### config.mk
export PLATFORM = sky130hd
export DESIGN_NAME = escaped_frame_receiver
export DESIGN_NICKNAME = d
export VERILOG_FILES = /design/src/design/efr_pkg.sv /design/src/design/escaped_frame_receiver.sv
export SDC_FILE = /design/constraint.sdc
export NUM_CORES = 1
export LEC_CHECK = 0
export ABC_AREA = 1
export BUFFER_PORTS_ARGS = -buffer_cell sky130_fd_sc_hd__buf_2
export CAP_MARGIN = 10
export CORE_ASPECT_RATIO = 0.7
export CORE_UTILIZATION = 35
export CTS_BUF_LIST = sky130_fd_sc_hd__clkbuf_4
export CTS_CLUSTER_SIZE = 14
export DETAILED_ROUTE_END_ITERATION = 10
export PLACE_DENSITY = 0.62
export SYNTH_ARGS = -nofsm -noshare
export SYNTH_HDL_FRONTEND = slang
export SYNTH_SLANG_ARGS = --single-unit
export TNS_END_PERCENT = 10
### constraint.sdc
create_clock -name clock -period 2.9 [get_ports clock]
set_input_delay 0.29 -clock clock [delete_from_list [all_inputs] [get_ports clock]]
set_output_delay 0.29 -clock clock [all_outputs]
set_load 0.02 [all_outputs]
### src/design/efr_pkg.sv
// ----------------------------------------------------------------------------
// Escaped frame receiver package
// Framing symbols, event codes and the result record.
// ----------------------------------------------------------------------------
`timescale 1ns / 1ps

package efr_pkg;

   localparam logic [7:0] SymStart = 8'hAA;
   localparam logic [7:0] SymEnd   = 8'hCC;
   localparam logic [7:0] SymEsc   = 8'hBB;
   localparam logic [7:0] EscStart = 8'h55;
   localparam logic [7:0] EscEsc   = 8'h44;
   localparam logic [7:0] EscEnd   = 8'h33;

   localparam logic [2:0] EvPayload = 3'd0;
   localparam logic [2:0] EvGood    = 3'd1;
   localparam logic [2:0] EvBadSum  = 3'd2;
   localparam logic [2:0] EvAbort   = 3'd3;
   localparam logic [2:0] EvBadEsc  = 3'd4;

   localparam logic [15:0] ErrMax = 16'hFFFF;

   typedef struct packed {
      logic [2:0]  event_kind;
      logic [7:0]  payload_byte;
      logic [15:0] error_total;
   } rsp_type;

endpackage

### src/design/escaped_frame_receiver.sv
// ----------------------------------------------------------------------------
// Escaped frame receiver
// Byte-stuffed frame deframer with a trailing additive checksum.
// ----------------------------------------------------------------------------
// Received bytes enter on the req_ channel, one per transfer. Each transfer
// produces zero or one event on the rsp_ channel: a payload byte, a good or
// bad frame end, an aborted frame or a bad escape, with the running count of
// consecutive errors. A decoded byte is released as payload only when the
// next decoded byte arrives, so the checksum byte is never shown as payload.
// The decode is one short pass over the frame state; the event is registered
// before it appears on the rsp_ channel. One byte is taken in every cycle
// while req_stall is low. When rsp_stall holds an event in the output
// register, one more event can be parked in a skid register; req_stall rises
// only while that skid register is full, and falls the cycle after the output
// side moves again. Synchronous reset closes any open frame, clears the
// checksum state and the error count, and empties both event registers.
// ----------------------------------------------------------------------------
`timescale 1ns / 1ps

module escaped_frame_receiver (
   input  logic        clock,
   input  logic        reset,
   input  logic        req_valid,
   output logic        req_stall,
   input  logic [7:0]  req_rx_byte,
   output logic        rsp_valid,
   input  logic        rsp_stall,
   output logic [2:0]  rsp_event_kind,
   output logic [7:0]  rsp_payload_byte,
   output logic [15:0] rsp_error_total
);

   logic        in_frame_ff, in_frame_in;
   logic        escape_ff, escape_in;
   logic        held_valid_ff, held_valid_in;
   logic [7:0]  held_value_ff, held_value_in;
   logic [7:0]  sum_ff, sum_in;
   logic [15:0] err_ff, err_in;

   logic              out_valid_ff, skid_valid_ff;
   efr_pkg::rsp_type  out_ff, skid_ff;

   logic              accept;
   logic              out_free;
   logic              ev_valid;
   efr_pkg::rsp_type  ev;
   logic              push;
   logic [7:0]        push_byte;
   logic [15:0]       err_bumped;

   assign req_stall = skid_valid_ff;
   assign accept    = req_valid && !skid_valid_ff;
   assign out_free  = !out_valid_ff || !rsp_stall;
   assign err_bumped = (err_ff == efr_pkg::ErrMax) ? err_ff : err_ff + 16'd1;

   always_comb begin
      in_frame_in   = in_frame_ff;
      escape_in     = escape_ff;
      held_valid_in = held_valid_ff;
      held_value_in = held_value_ff;
      sum_in        = sum_ff;
      err_in        = err_ff;
      ev_valid      = 1'b0;
      ev.event_kind = efr_pkg::EvPayload;
      ev.payload_byte = 8'd0;
      push          = 1'b0;
      push_byte     = req_rx_byte;
      if (req_rx_byte == efr_pkg::SymStart) begin
         in_frame_in   = 1'b1;
         escape_in     = 1'b0;
         held_valid_in = 1'b0;
         held_value_in = 8'd0;
         sum_in        = 8'd0;
         if (in_frame_ff) begin
            err_in        = err_bumped;
            ev_valid      = 1'b1;
            ev.event_kind = efr_pkg::EvAbort;
         end
      end else if (in_frame_ff) begin
         if (req_rx_byte == efr_pkg::SymEnd) begin
            in_frame_in   = 1'b0;
            escape_in     = 1'b0;
            held_valid_in = 1'b0;
            held_value_in = 8'd0;
            sum_in        = 8'd0;
            ev_valid      = 1'b1;
            if (held_valid_ff && (held_value_ff == sum_ff)) begin
               err_in        = 16'd0;
               ev.event_kind = efr_pkg::EvGood;
            end else begin
               err_in        = err_bumped;
               ev.event_kind = efr_pkg::EvBadSum;
            end
         end else if (!escape_ff) begin
            if (req_rx_byte == efr_pkg::SymEsc) begin
               escape_in = 1'b1;
            end else begin
               push = 1'b1;
            end
         end else begin
            escape_in = 1'b0;
            priority if (req_rx_byte == efr_pkg::EscStart) begin
               push      = 1'b1;
               push_byte = efr_pkg::SymStart;
            end else if (req_rx_byte == efr_pkg::EscEsc) begin
               push      = 1'b1;
               push_byte = efr_pkg::SymEsc;
            end else if (req_rx_byte == efr_pkg::EscEnd) begin
               push      = 1'b1;
               push_byte = efr_pkg::SymEnd;
            end else begin
               err_in        = err_bumped;
               ev_valid      = 1'b1;
               ev.event_kind = efr_pkg::EvBadEsc;
            end
         end
      end
      if (push) begin
         held_value_in = push_byte;
         held_valid_in = 1'b1;
         if (held_valid_ff) begin
            sum_in          = sum_ff + held_value_ff;
            ev_valid        = 1'b1;
            ev.event_kind   = efr_pkg::EvPayload;
            ev.payload_byte = held_value_ff;
         end
      end
      ev.error_total = err_in;
   end

   always_ff @(posedge clock) begin
      if (reset) begin
         in_frame_ff   <= 1'b0;
         escape_ff     <= 1'b0;
         held_valid_ff <= 1'b0;
         held_value_ff <= 8'd0;
         sum_ff        <= 8'd0;
         err_ff        <= 16'd0;
      end else if (accept) begin
         in_frame_ff   <= in_frame_in;
         escape_ff     <= escape_in;
         held_valid_ff <= held_valid_in;
         held_value_ff <= held_value_in;
         sum_ff        <= sum_in;
         err_ff        <= err_in;
      end
   end

   always_ff @(posedge clock) begin
      if (reset) begin
         out_valid_ff  <= 1'b0;
         skid_valid_ff <= 1'b0;
      end else if (out_free) begin
         if (skid_valid_ff) begin
            out_valid_ff  <= 1'b1;
            skid_valid_ff <= 1'b0;
         end else begin
            out_valid_ff <= accept && ev_valid;
         end
      end else if (accept && ev_valid) begin
         skid_valid_ff <= 1'b1;
      end
   end

   always_ff @(posedge clock) begin
      if (out_free) begin
         out_ff <= skid_valid_ff ? skid_ff : ev;
      end
      if (!out_free && accept && ev_valid) begin
         skid_ff <= ev;
      end
   end

   assign rsp_valid        = out_valid_ff;
   assign rsp_event_kind   = out_ff.event_kind;
   assign rsp_payload_byte = out_ff.payload_byte;
   assign rsp_error_total  = out_ff.error_total;

endmodule

# --- After elaboration in Yosys (flattened, before gate mapping) ---
# Cells that the tools add are included.
totals:
  reg_bits: 91
  in_bits: 12
  output_inout_bits: 29
  word_cells: 109
op_classes:
  n_addsub: 2
  n_eq_ne: 8
  muxes: 69
  n_reduce_logical: 16
op_table:
  columns: ["op", "count"]
  rows:
  - ["two-way mux 16 bit", 10]
  - ["two-way mux 8 bit", 16]
  - ["two-way mux 1 bit", 31]
  - ["two-way mux 27 bit", 1]
  - ["equality test 8 bit, second input constant", 3]
  - ["two-way mux 11 bit", 2]
  - ["two-way mux 3 bit", 7]
  - ["adder 16 x 1 -> 16 bit, second input constant", 1]
  - ["equality test 16 bit, second input constant", 1]
  - ["equality test 8 x 7 -> 1 bit, second input constant", 2]
  - ["adder 8 bit", 1]
  - ["equality test 8 x 6 -> 1 bit, second input constant", 1]
  - ["equality test 8 bit", 1]
  - ["nonzero test 3 bit", 2]
  - ["logical AND 1 bit", 5]
  - ["zero test 1 bit", 4]
  - ["two-way mux 2 bit", 2]
  - ["AND reduction 3 bit", 1]
  - ["AND reduction 2 bit", 1]
  - ["nonzero test 2 bit", 1]
  - ["OR reduction 2 bit", 1]
  - ["logical OR 1 bit", 1]

# --- Logic depth before layout (Yosys ltp) ---
# Gate-level depths: netlist (run 1).
depth:
  depth_word: 12
  mapped_depth: 14
  mapped_depth_nobuf: 14

# --- Worst setup path before layout (run 1) ---
# No wires, ideal clock.
synth_path:
  path_kind: "input to register"
  startpoint: "input req_rx_byte[1]"
  endpoint: "register skid_ff[0] (netlist bit), enable pin"
  setup_time_ns: 0.411
  arrival_ns: 2.389
  required_ns: 2.489
  setup_slack_ns: 0.100
  stages: 11
  n_path_buf: 0
  cell_sequence: "inv_1 > nand2_1 > nor2_4 > nand3_2 > nand4_4 > nand2_2 > nor2_2 > nand2_2 > nand2_1 > nand2_1 > nor2_1"
synth_between:
  elab_chain_len: 11
  elab_cells_between_ends: 24
synth_rtl:
  columns: ["item", "line", "source"]
  rows:
  - ["from (decl)", "escaped_frame_receiver.sv:25", "input logic [7:0] req_rx_byte,"]
  - ["equality test 8 x 6 -> 1 bit", "escaped_frame_receiver.sv:108", "end else if (req_rx_byte == efr_pkg::EscEnd) begin"]
  - ["two-way mux 1 bit", "escaped_frame_receiver.sv:108", null]
  - ["two-way mux 1 bit", "escaped_frame_receiver.sv:105", "end else if (req_rx_byte == efr_pkg::EscEsc) begin"]
  - ["two-way mux 1 bit", "escaped_frame_receiver.sv:102", "priority if (req_rx_byte == efr_pkg::EscStart) begin"]
  - ["two-way mux 1 bit", "escaped_frame_receiver.sv:94", "end else if (!escape_ff) begin"]
  - ["two-way mux 1 bit", "escaped_frame_receiver.sv:80", "if (req_rx_byte == efr_pkg::SymEnd) begin"]
  - ["two-way mux 1 bit", "escaped_frame_receiver.sv:79", "end else if (in_frame_ff) begin"]
  - ["two-way mux 1 bit", "escaped_frame_receiver.sv:68", "if (req_rx_byte == efr_pkg::SymStart) begin"]
  - ["two-way mux 1 bit", "escaped_frame_receiver.sv:121", "if (held_valid_ff) begin"]
  - ["two-way mux 1 bit *", "escaped_frame_receiver.sv:118", "if (push) begin"]
  - ["logical AND 1 bit *", "escaped_frame_receiver.sv:169", "if (!out_free && accept && ev_valid) begin"]
  - ["to (signal assigned)", "escaped_frame_receiver.sv:170", "skid_ff <= ev;"]
  - ["to (decl)", "escaped_frame_receiver.sv:41", "efr_pkg::rsp_type out_ff, skid_ff;"]
# Every way passes the cells marked *; elsewhere a longest branch is shown, timed or not.
# A chain may end at the register's enable or synchronous reset.

# --- Worst setup path in the final report (run 1) ---
layout_path:
  startpoint: "register err_ff[1]"
  endpoint: "register out_ff (netlist bit rsp_error_total[9]) (data pin)"
layout_between:
  elab_chain_len: 10
  elab_cells_between_ends: 13
layout_rtl:
  columns: ["item", "line", "source"]
  rows:
  - ["from (decl)", "escaped_frame_receiver.sv:38", "logic [15:0] err_ff, err_in;"]
  - ["from (signal assigned)", "escaped_frame_receiver.sv:145", "err_ff <= err_in;"]
  - ["adder 16 x 1 -> 16 bit or equality test 16 bit (tied branches)", "escaped_frame_receiver.sv:54", "assign err_bumped = (err_ff == efr_pkg::ErrMax) ? err_ff : err_ff + 16'd1;"]
  - ["two-way mux 16 bit *", "escaped_frame_receiver.sv:54", null]
  - ["two-way mux 16 bit", "escaped_frame_receiver.sv:108", null]
  - ["two-way mux 16 bit", "escaped_frame_receiver.sv:105", null]
  - ["two-way mux 16 bit", "escaped_frame_receiver.sv:102", null]
  - ["two-way mux 16 bit", "escaped_frame_receiver.sv:94", null]
  - ["two-way mux 16 bit", "escaped_frame_receiver.sv:80", null]
  - ["two-way mux 16 bit", "escaped_frame_receiver.sv:79", null]
  - ["two-way mux 16 bit *", "escaped_frame_receiver.sv:68", null]
  - ["via err_in[9]", "escaped_frame_receiver.sv:38", null]
  - ["two-way mux 27 bit *", "escaped_frame_receiver.sv:167", "out_ff <= skid_valid_ff ? skid_ff : ev;"]
  - ["to (signal assigned)", "escaped_frame_receiver.sv:167", null]
  - ["to (decl)", "escaped_frame_receiver.sv:41", null]
# Mark *: on every way through the listed nets, which the timed path passes. The rest lies on a longest branch.

==> run summary, run 1 <==
First-pass GRT wire length: 21.7 mm
Sinks on Clock Net: 91
Clk_lat worst skew: 0.47 ns
Vias per cell: 4.84
Synthesized cell area: 0.00524 sq mm
CTS Hold Buffers Added: 0
Minimum clock period: 2.38 ns
Critical path buffers and inverters: 0
Startpoint class of the critical path: register
Total grt overflow: 0
Slew margin rel.: 0.552
Avg WL per Cell: 13.7 um
DR vias: 4,588
Synth cell count leaders: nand2_1 (247), inv_1 (82), nand3_1 (67)
Finished Cell Area: 0.00580 sq mm
Maximum VDD drop: 0.158 mV
EDFF count, synth: 54
Initial antenna violation count: 0
Post-DP Area: 0.00565 sq mm
Clk slew on worst S/H paths: 0.16 ns
Ys async rst share: 0
DR pass1 iterations: 5
Mux contribution to synthesized area: 0
Largest family of logic cells by synthesized area: simple AND/OR/NAND/NOR gates
Final WL: 13.0 mm
Cell variety after synth: 37
Die area: 0.0155 sq mm
Ratio of cells with drive above 1 in the final layout: 0.131
Slowest-stage cell, CP: dfxtp_1
Number of fill cells: 1,551
# DRC: 0
TritonCTS clock tree: yes
CP cell instances: ha_1, nand3_2, nor2_2, nand2_1, nand3_1, nand3_1, nand3_1, nand2_1, o211ai_1, nand2_1, nand2_1
Worst Skew: 0.0192 ns
Compound-cell area share of the yosys netlist: 0.0914
Register area share after synthesis: 0.451
Worst-margin pin slew: 0.672 ns
Synth Area in XOR/XNOR: 0.0117
Post-synth top flop: edfxtp_1
Post-Syn Nets: 731
Final Power: 2.40 mW
Port-buffer cells: 40
Antenna Cells: 0
Worst Path Max Fanout: 13
Critical Path Sink Type: register
Share of the synthesized area in the top cell type: 0.309
Post-synthesis simple-gate area fraction: 0.338
Yosys top cell by area: edfxtp_1
Hold WC Path Type: in -> reg
Chip Width: 148 um
Vias in the first global route: 4,055
Longest Clk Path Bufs: 2
Largest stage delay on the critical path: 0.41 ns
Post-CTS Setup Inserts: 0
Adder-cell area share of the yosys netlist: 0.0229
Warnings, synthesis: 0
Final WS setup: 0.517 ns
Register Area: 0.00236 sq mm
Critical path arrival: 2.73 ns
Setup CP Type: reg -> reg
Max-cap violations: 0
H-tree depth: 3
Setup WS pre-CTS: 0.471 ns
CTS root buffer: clkbuf_4
Post-DP HPWL: 9.27 mm
Die Y: 104 um
Routability Congestion: 0.899
Top post-synthesis cells by area: edfxtp_1 (31%), nand2_1 (18%), dfxtp_1 (14%)
F_max: 420 MHz
Number of DRC markers in iteration 0: 408
Fin. Hold Viols: 0
Top cell by count, worst path: nand2_1
Final count of negative-setup-slack endpoints: 0
Initial Utilization: 0.357
Top delay family on crit path: simple AND/OR/NAND/NOR gates
Cts bufs inserted: 9
Unrepaired setup endpoints after global routing: false
Top-count cell post-synth: nand2_1
Pwr dens: 413 mW/mm^2
Leakage: 2.68 nW
P&R area growth vs syn: 10.6%
Yosys reg bits: 91
Area of the multi-input gates: 0.00243 sq mm
Gr usage total: 0.180
Cells after Synth: 710
Outcome: finished, final reports clean
Placement Rows: 37
Nets@finish: 769
Setup TNS: 0 ns
Core area: 0.0147 sq mm
Synth Area per Inst: 7.38 sq um
Post-CTS Resized: 0
Largest net degree at the start of global routing: 37
Critical Path RT: 3.25 ns
Routed Antenna Nets: 0
I/O Pins: 41
Final Max Slew Viols: 0
Fin crit share: 0.822
==> through the flow <==
step / hold WS, ns / util / std cells
global placement: 0.482 / 0.385 / 932
finish: 0.120 / 0.395 / 948
global route: 0.105 / 0.395 / 948
CTS: 0.0935 / 0.395 / 948
floorplan: 0.451 / - / 710
detailed placement: 0.491 / 0.385 / 932
==> tightest hold or removal path: stages <==
cell     delay [ns]
buf_2          0.10
nand3_1        0.10
nand2_1        0.07
==> layer usage <==
metal,global-route usage,vias up,share of wire
met5,0,-,0
met3,0.0368,8,0.078
met2,0.229,173,0.36
met1,0.296,2012,0.55
met4,0.0383,0,0.0073
li1,-,2395,-
==> flip-flops by register name, indices dropped and copies added (netlist names) <==
| signal | cells |
|---|---|
| err_ff | 16 |
| escape_ff | 1 |
| held_valid_ff | 1 |
| held_value_ff | 8 |
| in_frame_ff | 1 |
| req_stall | 1 |
| rsp_error_total | 16 |
| rsp_event_kind | 3 |
| rsp_payload_byte | 8 |
| rsp_valid | 1 |
| skid_ff | 27 |
| sum_ff | 8 |
==> area by class of cell <==
type / count / area share
flip-flops and latches: 91 / 0.407
clock buffers: 9 / 0.0116
repair buffers: 50 / 0.0475
inverters: 89 / 0.0576
multi-input cells: 507 / 0.420
well taps: 195 / 0.0421
clock inverters: 7 / 0.0145
==> path summary, 6_finish.rpt <==
| path | slack (ns) | cells past startpoint | end | startpoint |
|---|---|---|---|---|
| worst max-delay path | 0.52 | 11 | rsp_error_total[9]$_DFFE_PP_ | err_ff[1]$_SDFFE_PP0P_ |
| worst min-delay path | 0.12 | 3 | rsp_valid$_SDFFE_PP0P_ | rsp_stall |
| worst max register to register | 0.52 | 11 | rsp_error_total[9]$_DFFE_PP_ | err_ff[1]$_SDFFE_PP0P_ |
| worst min register to register | 0.51 | 2 | sum_ff[6]$_SDFFE_PP0P_ | sum_ff[6]$_SDFFE_PP0P_ |
==> report_power, final <==
group	total [mW]	switching [mW]	internal, mW
sequential	1.42	0.0259	1.39
clock	0.774	0.493	0.281
combinational	0.206	0.136	0.0703
total	2.40	0.654	1.74
==> layout by cell type, fill, tap and decap left out, drive strengths merged, types with 3 or more instances in the layout <==
master,n
o211ai,5
o21ai,34
nand2,255
xor2,4
inv,92
ha,8
nand4,15
dfxtp,37
a21oi,47
buf,50
nor3,4
nand3,72
clkbuf,9
nor2,49
edfxtp,54
xnor2,3
==> logic make-up (layout without fill, tap and decap cells) <==
family,after synthesis,after routing
AOI/OAI and AO/OA,91,91
xor gates and xnor gates,7,7
adders and majority gates,9,9
buffers and inverters,112,155
DFF,91,91
and+or+nand+nor,400,400
(Power assumes the default switching activity.)
==> inputs of run 2 (changes only) <==
--- a/config.mk
+++ b/config.mk
@@ -13,7 +13,7 @@
 export CTS_BUF_LIST = sky130_fd_sc_hd__clkbuf_4
 export CTS_CLUSTER_SIZE = 14
 export DETAILED_ROUTE_END_ITERATION = 10
-export PLACE_DENSITY = 0.62
+export PLACE_DENSITY = 0.6
 export SYNTH_ARGS = -nofsm -noshare
 export SYNTH_HDL_FRONTEND = slang
 export SYNTH_SLANG_ARGS = --single-unit
==> constraint.sdc (replaced) <==
create_clock -name clock -period 2.38 [get_ports clock]
set_input_delay 0.238 -clock clock [delete_from_list [all_inputs] [get_ports clock]]
set_output_delay 0.238 -clock clock [all_outputs]
set_load 0.02 [all_outputs]
==> run 2 against run 1 <==
Effect of this change: cell count increased by 2.0%; power up 23%; global-route usage increased by 0.74 points; worst hold slack got worse by 0.046 ns; die area unchanged; final area grew 2.8%; non-clock buffer count is 19 higher; routed wire length grew 5.3%; maximum frequency rose by 6.9%; sequential power increased by 22%; first-iteration DRC count rose by 4.2%.
==> run summary, run 2 (same netlist as run 1, synthesis figures left out) <==
Commonest non-fill, non-tap cell in the layout: nand2_1 (unchanged)
Unrepaired setup endpoints after global routing: false (unchanged)
Clk slew on worst S/H paths: 0.18 ns (was 0.16 ns)
Critical path arrival: 2.46 ns (was 2.73 ns)
Routability Congestion: 0.894 (was 0.899)
CP cell instances: ha_1, or2_2, nor2_1, nand2_1, nand2_2, inv_2, nand2_1, nand3_1, nand2_1, o211ai_1, nand2_1, nand2_1 (was ha_1, nand3_2, nor2_2, nand2_1, nand3_1, nand3_1, nand3_1, nand2_1, o211ai_1, nand2_1, nand2_1)
Nets@finish: 788 (was 769)
Largest stage delay on the critical path: 0.45 ns (was 0.41 ns)
Clk pwr share: 0.326 (was 0.323)
Worst Path Max Fanout: 8 (was 13)
Cts bufs inserted: 9 (unchanged)
Critical Path Sink Type: register (unchanged)
Max FFs per register: 27 (unchanged)
Avg WL per Cell: 14.1 um (was 13.7 um)
Maximum VDD drop: 0.242 mV (was 0.158 mV)
Chip Width: 148 um (unchanged)
Slowest-stage cell, CP: dfxtp_1 (unchanged)
Worst-margin pin slew: 0.486 ns (was 0.672 ns)
Final WS setup: 0.150 ns (was 0.517 ns)
Final count of negative-setup-slack endpoints: 0 (unchanged)
Setup TNS: 0 ns (unchanged)
H-tree depth: 3 (unchanged)
Total grt overflow: 0 (unchanged)
Pwr dens: 495 mW/mm^2 (was 413 mW/mm^2)
Switching part of the total: 0.276 (was 0.273)
Critical path buffers and inverters: 1 (was 0)
Fin crit share: 0.937 (was 0.822)
Slew margin rel.: 0.676 (was 0.552)
Post-DP HPWL: 10.1 mm (was 9.27 mm)
Outcome: finished, final reports clean (unchanged)
Worst flop-to-flop path startpoint: held_value_ff[1]$_SDFFE_PP0P_ (was err_ff[1]$_SDFFE_PP0P_)
DR pass1 iterations: 5 (unchanged)
Commonest cells after routing, fill and taps aside: nand2_1 (247), inv_1 (82), nand3_1 (67), edfxtp_1 (54), a21oi_1 (47) (unchanged)
I/O Pins: 41 (unchanged)
Critical path launch point: held_value_ff[1]$_SDFFE_PP0P_ (was err_ff[1]$_SDFFE_PP0P_)
TritonCTS clock tree: yes (unchanged)
First-pass GRT wire length: 22.3 mm (was 21.7 mm)
Port-buffer cells: 40 (unchanged)
Longest Clk Path Bufs: 2 (unchanged)
Worst Skew: 0.0283 ns (was 0.0192 ns)
Hold WC Path Type: in -> reg (unchanged)
Largest Register: skid_ff (unchanged)
# DRC: 0 (unchanged)
Reg power frac: 0.585 (was 0.591)
Top cell by count, worst path: nand2_1 (unchanged)
Logic pwr share: 0.089 (was 0.086)
CTS Hold Buffers Added: 0 (unchanged)
Vias in the first global route: 4,145 (was 4,055)
Leakage: 2.78 nW (was 2.68 nW)
Pint: 2.14 mW (was 1.74 mW)
Switch Pwr: 0.815 mW (was 0.654 mW)
Largest net degree at the start of global routing: 37 (unchanged)
Number of DRC markers in iteration 0: 425 (was 408)
Gr usage total: 0.187 (was 0.180)
F_max: 448 MHz (was 420 MHz)
Setup WS pre-CTS: 0.167 ns (was 0.471 ns)
Vias per cell: 4.92 (was 4.84)
Top delay family on crit path: simple AND/OR/NAND/NOR gates (unchanged)
Setup CP Type: reg -> reg (unchanged)
Routed Antenna Nets: 0 (unchanged)
Core area: 0.0147 sq mm (unchanged)
Post-CTS Resized: 0 (unchanged)
Clk_lat worst skew: 0.46 ns (was 0.47 ns)
Initial antenna violation count: 0 (unchanged)
Sinks on Clock Net: 91 (unchanged)
Die area: 0.0155 sq mm (unchanged)
Startpoint class of the critical path: register (unchanged)
P&R area growth vs syn: 13.8% (was 10.6%)
CTS root buffer: clkbuf_4 (unchanged)
Critical Path RT: 2.61 ns (was 3.25 ns)
Max-cap violations: 0 (unchanged)
DR vias: 4,754 (was 4,588)
Post-CTS Setup Inserts: 0 (unchanged)
Final Max Slew Viols: 0 (unchanged)
Minimum clock period: 2.23 ns (was 2.38 ns)
Final WL: 13.6 mm (was 13.0 mm)
Antenna Cells: 0 (unchanged)
Initial Utilization: 0.357 (unchanged)
Die Y: 104 um (unchanged)
Fin. Hold Viols: 0 (unchanged)
Worst Hold Launch: rsp_stall (unchanged)
Placement Rows: 37 (unchanged)
Ratio of cells with drive above 1 in the final layout: 0.154 (was 0.131)
-- run 2: cell types whose count changed in the layout (fill, tap and decap cells not counted), sizes merged --
cell / delta
buf: +19
clkinvlp: -1
clkinv: +1
-- run 2: cell type report --
type	instances	area (sq um)
multi-input combinational	507	2430
inverter	89	334
timing repair buffer	69	430
sequential	91	2360
clock inverter	7	92.6
fill	1514	8710
clock buffer	9	67.6
tap	195	244
-- run 2: through the flow --
step | utilization | cell area, sq um | std cells | hold WS, ns | power [mW]
2_1_floorplan | - | 5250 | 710 | 0.399 | 1.93
3_3_place_gp | 0.396 | 5800 | 951 | 0.479 | 2.02
3_5_place_dp | 0.396 | 5800 | 951 | 0.487 | 2.02
4_1_cts | 0.406 | 5960 | 967 | 0.0293 | 2.99
5_1_grt | 0.406 | 5960 | 967 | 0.0349 | 3.10
6_report | 0.406 | 5960 | 967 | 0.0737 | 2.95
-- run 2: metal layers --
| metal | track usage | wire length, um | vias to the layer above |
|---|---|---|---|
| met5 | 0 | 0 | - |
| met4 | 0.0479 | 153 | 0 |
| met3 | 0.0360 | 1150 | 12 |
| met2 | 0.214 | 4540 | 192 |
| met1 | 0.327 | 7800 | 2118 |
| li1 | - | - | 2432 |
-- run 2: path summary, 6_finish.rpt --
kind	end	slack, ns	cells past startpoint
worst max register to register	rsp_error_total[9]$_DFFE_PP_	0.15	12
worst min register to register	sum_ff[6]$_SDFFE_PP0P_	0.51	2
worst min-delay path	req_stall$_SDFFE_PP0P_	0.07	3
worst max-delay path	rsp_error_total[9]$_DFFE_PP_	0.15	12
-- run 2: power groups by stage --
| stage | clock, mW | sequential, mW | combinational [mW] |
|---|---|---|---|
| after floorplan | 0 | 1.77 | 0.163 |
| after global placement | 0 | 1.76 | 0.260 |
| after detailed placement | 0 | 1.76 | 0.260 |
| after CTS | 1.01 | 1.72 | 0.261 |
| after global routing | 1.08 | 1.73 | 0.299 |
| final | 0.963 | 1.73 | 0.263 |
-- run 2: tightest hold or removal path: cells and delay by family --
kind | cells | cell delay (ns)
simple gates | 1 | 0.11
buf+inv | 1 | 0.11
compound gates | 1 | 0.05
==> inputs of run 3 (changes only) <==
--- a/config.mk
+++ b/config.mk
@@ -13,7 +13,7 @@
 export CTS_BUF_LIST = sky130_fd_sc_hd__clkbuf_4
 export CTS_CLUSTER_SIZE = 14
 export DETAILED_ROUTE_END_ITERATION = 10
-export PLACE_DENSITY = 0.6
+export PLACE_DENSITY = 0.62
 export SYNTH_ARGS = -nofsm -noshare
 export SYNTH_HDL_FRONTEND = slang
 export SYNTH_SLANG_ARGS = --single-unit
==> constraint.sdc (replaced) <==
create_clock -name clock -period 1.8 [get_ports clock]
set_input_delay 0.18 -clock clock [delete_from_list [all_inputs] [get_ports clock]]
set_output_delay 0.18 -clock clock [all_outputs]
set_load 0.02 [all_outputs]
==> run 3 against run 2 <==
Effect of this change: the run now ends with setup timing left; routed wire length increased by 6.8%; setup slack got worse by 0.28 ns; clock skew decreased by 0.014 ns; count of clock-buffer cells in the layout increased by 1; cell count increased by 6.9%; register-to-register slack got worse by 0.28 ns; clock power increased by 35%.
==> run summary, run 3 (same netlist as run 1, synthesis figures left out) <==
Max FFs per register: 27 (unchanged)
Hold_ws: 0.149 ns (was 0.0737 ns)
CP cell instances: ha_4, or2_4, nor2_4, nand2_2, nand2_4, inv_8, nand2_2, nand3_2, nand2_2, o211ai_1, nand2_1, nand2_1 (was ha_1, or2_2, nor2_1, nand2_1, nand2_2, inv_2, nand2_1, nand3_1, nand2_1, o211ai_1, nand2_1, nand2_1)
Clk pwr share: 0.322 (was 0.326)
DR pass1 iterations: 5 (unchanged)
Routability Congestion: 0.882 (was 0.894)
Pwr dens: 574 mW/mm^2 (was 495 mW/mm^2)
Core area: 0.0147 sq mm (unchanged)
H-tree depth: 3 (unchanged)
Slowest-stage cell, CP: dfxtp_2 (was dfxtp_1)
Clk_lat worst skew: 0.46 ns (about the same)
Final Power: 4.02 mW (was 2.95 mW)
Number of DRC markers in iteration 0: 394 (was 425)
Final Max Slew Viols: 0 (unchanged)
Critical Path RT: 2.03 ns (was 2.61 ns)
Avg WL per Cell: 14.1 um (about the same)
Hold WC Path Type: in -> reg (unchanged)
Worst Skew: 0.0142 ns (was 0.0283 ns)
Startpoint class of the critical path: register (unchanged)
Register Area: 0.00240 sq mm (was 0.00236 sq mm)
Max-cap violations: 0 (unchanged)
Final WS setup: -0.132 ns (was 0.150 ns)
Worst Path Max Fanout: 8 (unchanged)
F_max: 518 MHz (was 448 MHz)
Ratio of cells with drive above 1 in the final layout: 0.334 (was 0.154)
Unrepaired setup endpoints after global routing: true (was false)
Logic pwr share: 0.113 (was 0.089)
Commonest cells after routing, fill and taps aside: nand2_1 (217), buf_4 (87), inv_1 (81), edfxtp_1 (54) (was nand2_1 (247), inv_1 (82), nand3_1 (67), edfxtp_1 (54), a21oi_1 (47))
Vias in the first global route: 4,570 (was 4,145)
DR vias: 5,052 (was 4,754)
Total grt overflow: 0 (unchanged)
Fin. Hold Viols: 0 (unchanged)
Largest stage delay on the critical path: 0.37 ns (was 0.45 ns)
First-pass GRT wire length: 23.8 mm (was 22.3 mm)
Slew margin rel.: 0.720 (was 0.676)
Post-DP HPWL: 10.4 mm (was 10.1 mm)
Placement Rows: 37 (unchanged)
Chip Width: 148 um (unchanged)
Setup CP Type: reg -> reg (unchanged)
Worst-margin pin slew: 0.419 ns (was 0.486 ns)
Largest Register: skid_ff (unchanged)
Nets@finish: 855 (was 788)
Fin crit share: 1.07 (was 0.937)
Critical path arrival: 2.16 ns (was 2.46 ns)
Final WL: 14.6 mm (was 13.6 mm)
Number of fill cells: 1,403 (was 1,514)
Clk slew on worst S/H paths: 0.14 ns (was 0.18 ns)
Switch Pwr: 1.02 mW (was 0.815 mW)
Leakage: 3.25 nW (was 2.78 nW)
Antenna Cells: 0 (unchanged)
Initial Utilization: 0.357 (unchanged)
Outcome: finished with violations (was finished, final reports clean)
Die Y: 104 um (unchanged)
Largest net degree at the start of global routing: 37 (unchanged)
Pint: 3.01 mW (was 2.14 mW)
Final count of negative-setup-slack endpoints: 28 (was 0)
Top cell by count, worst path: nand2_2 (was nand2_1)
Initial antenna violation count: 0 (unchanged)
Sinks on Clock Net: 91 (unchanged)
Port-buffer cells: 40 (unchanged)
Failing checks: setup timing
Critical Path Sink Type: register (unchanged)
I/O Pins: 41 (unchanged)
Commonest non-fill, non-tap cell in the layout: nand2_1 (unchanged)
Vias per cell: 4.89 (was 4.92)
Gr usage total: 0.197 (was 0.187)
Maximum VDD drop: 0.402 mV (was 0.242 mV)
Switching part of the total: 0.253 (was 0.276)
Minimum clock period: 1.93 ns (was 2.23 ns)
Die area: 0.0155 sq mm (unchanged)
Routed Antenna Nets: 0 (unchanged)
Area of the multi-input gates: 0.00290 sq mm (was 0.00243 sq mm)
Critical path buffers and inverters: 1 (unchanged)
TritonCTS clock tree: yes (unchanged)
Setup TNS: -1.69 ns (was 0 ns)
Longest Clk Path Bufs: 2 (unchanged)
Top delay family on crit path: simple AND/OR/NAND/NOR gates (unchanged)
Reg power frac: 0.565 (was 0.585)
Cts bufs inserted: 9 (unchanged)
CTS root buffer: clkbuf_4 (unchanged)
P&R area growth vs syn: 33.7% (was 13.8%)
# DRC: 0 (unchanged)
-- run 3: cell types whose count changed in the layout (fill, tap and decap cells not counted), moves of 11 or more --
cell and delta:
buf_4 +59, nand2_1 -30, nand2_2 +24, dfxtp_1 -22
nand3_1 -21, dfxtp_2 +16, nand3_2 +16, nor2_4 +11
-- run 3: metal layers --
layer | wire length, um | up-vias | part of all wire | global-route usage
met2 | 5820 | 167 | 0.40 | 0.269
met3 | 935 | 15 | 0.064 | 0.0417
met4 | 181 | 0 | 0.012 | 0.0427
met1 | 7640 | 2301 | 0.52 | 0.310
met5 | 0 | - | 0 | 0
li1 | - | 2569 | - | -
-- run 3: cell type report --
| class | count | share of cell area |
|---|---|---|
| flip-flops and latches | 91 | 0.343 |
| clock buffers | 10 | 0.0107 |
| inverters | 89 | 0.0487 |
| repair buffers | 135 | 0.137 |
| multi-input cells | 508 | 0.413 |
| clock inverters | 6 | 0.0127 |
| well taps | 195 | 0.0348 |
-- run 3: metrics by stage --
stage	cell area, sq um	utilization	worst slack [ns]	instances
2_1_floorplan	5290	-	-0.134	710
3_3_place_gp	6260	0.426	-0.406	1006
3_5_place_dp	6260	0.426	-0.456	1006
4_1_cts	6670	0.455	-0.168	1029
5_1_grt	7010	0.478	-0.267	1034
6_report	7010	0.478	-0.132	1034
-- run 3: worst reg2reg max path: stages (launching register included) --
cell      delay, ns
dfxtp_2        0.37
ha_4           0.24
or2_4          0.25
nor2_4         0.11
nand2_2        0.08
nand2_4        0.12
inv_8          0.06
nand2_2        0.06
nand3_2        0.08
nand2_2        0.07
o211ai_1       0.12
nand2_1        0.09
nand2_1        0.06
-- run 3: path summary, 6_finish.rpt --
kind,startpoint,endpoint,slack [ns],depth (start not counted)
worst max-delay path,held_value_ff[1]$_SDFFE_PP0P_,rsp_error_total[9]$_DFFE_PP_,-0.13,12
worst min-delay path,req_rx_byte[6],held_value_ff[6]$_SDFFE_PP0P_,0.15,4
worst max register to register,held_value_ff[1]$_SDFFE_PP0P_,rsp_error_total[9]$_DFFE_PP_,-0.13,12
worst min register to register,err_ff[6]$_SDFFE_PP0P_,err_ff[6]$_SDFFE_PP0P_,0.52,2
-- run 3: power groups by stage --
stage | logic (mW) | registers [mW] | clock network [mW]
after floorplan | 0.219 | 2.34 | 0
after global placement | 0.399 | 2.31 | 0
after detailed placement | 0.401 | 2.31 | 0
after CTS | 0.418 | 2.27 | 1.35
after global routing | 0.508 | 2.28 | 1.41
final | 0.455 | 2.27 | 1.30
-- run 3: what timing repair did --
item                       CTS  global route
hold endpoints to repair     5             0
pin swaps                    7            22
setup endpoints to repair   76            67
hold buffers                 2             0
gates resized for setup     39            86
gates cloned                 1             0
setup buffers                4             5
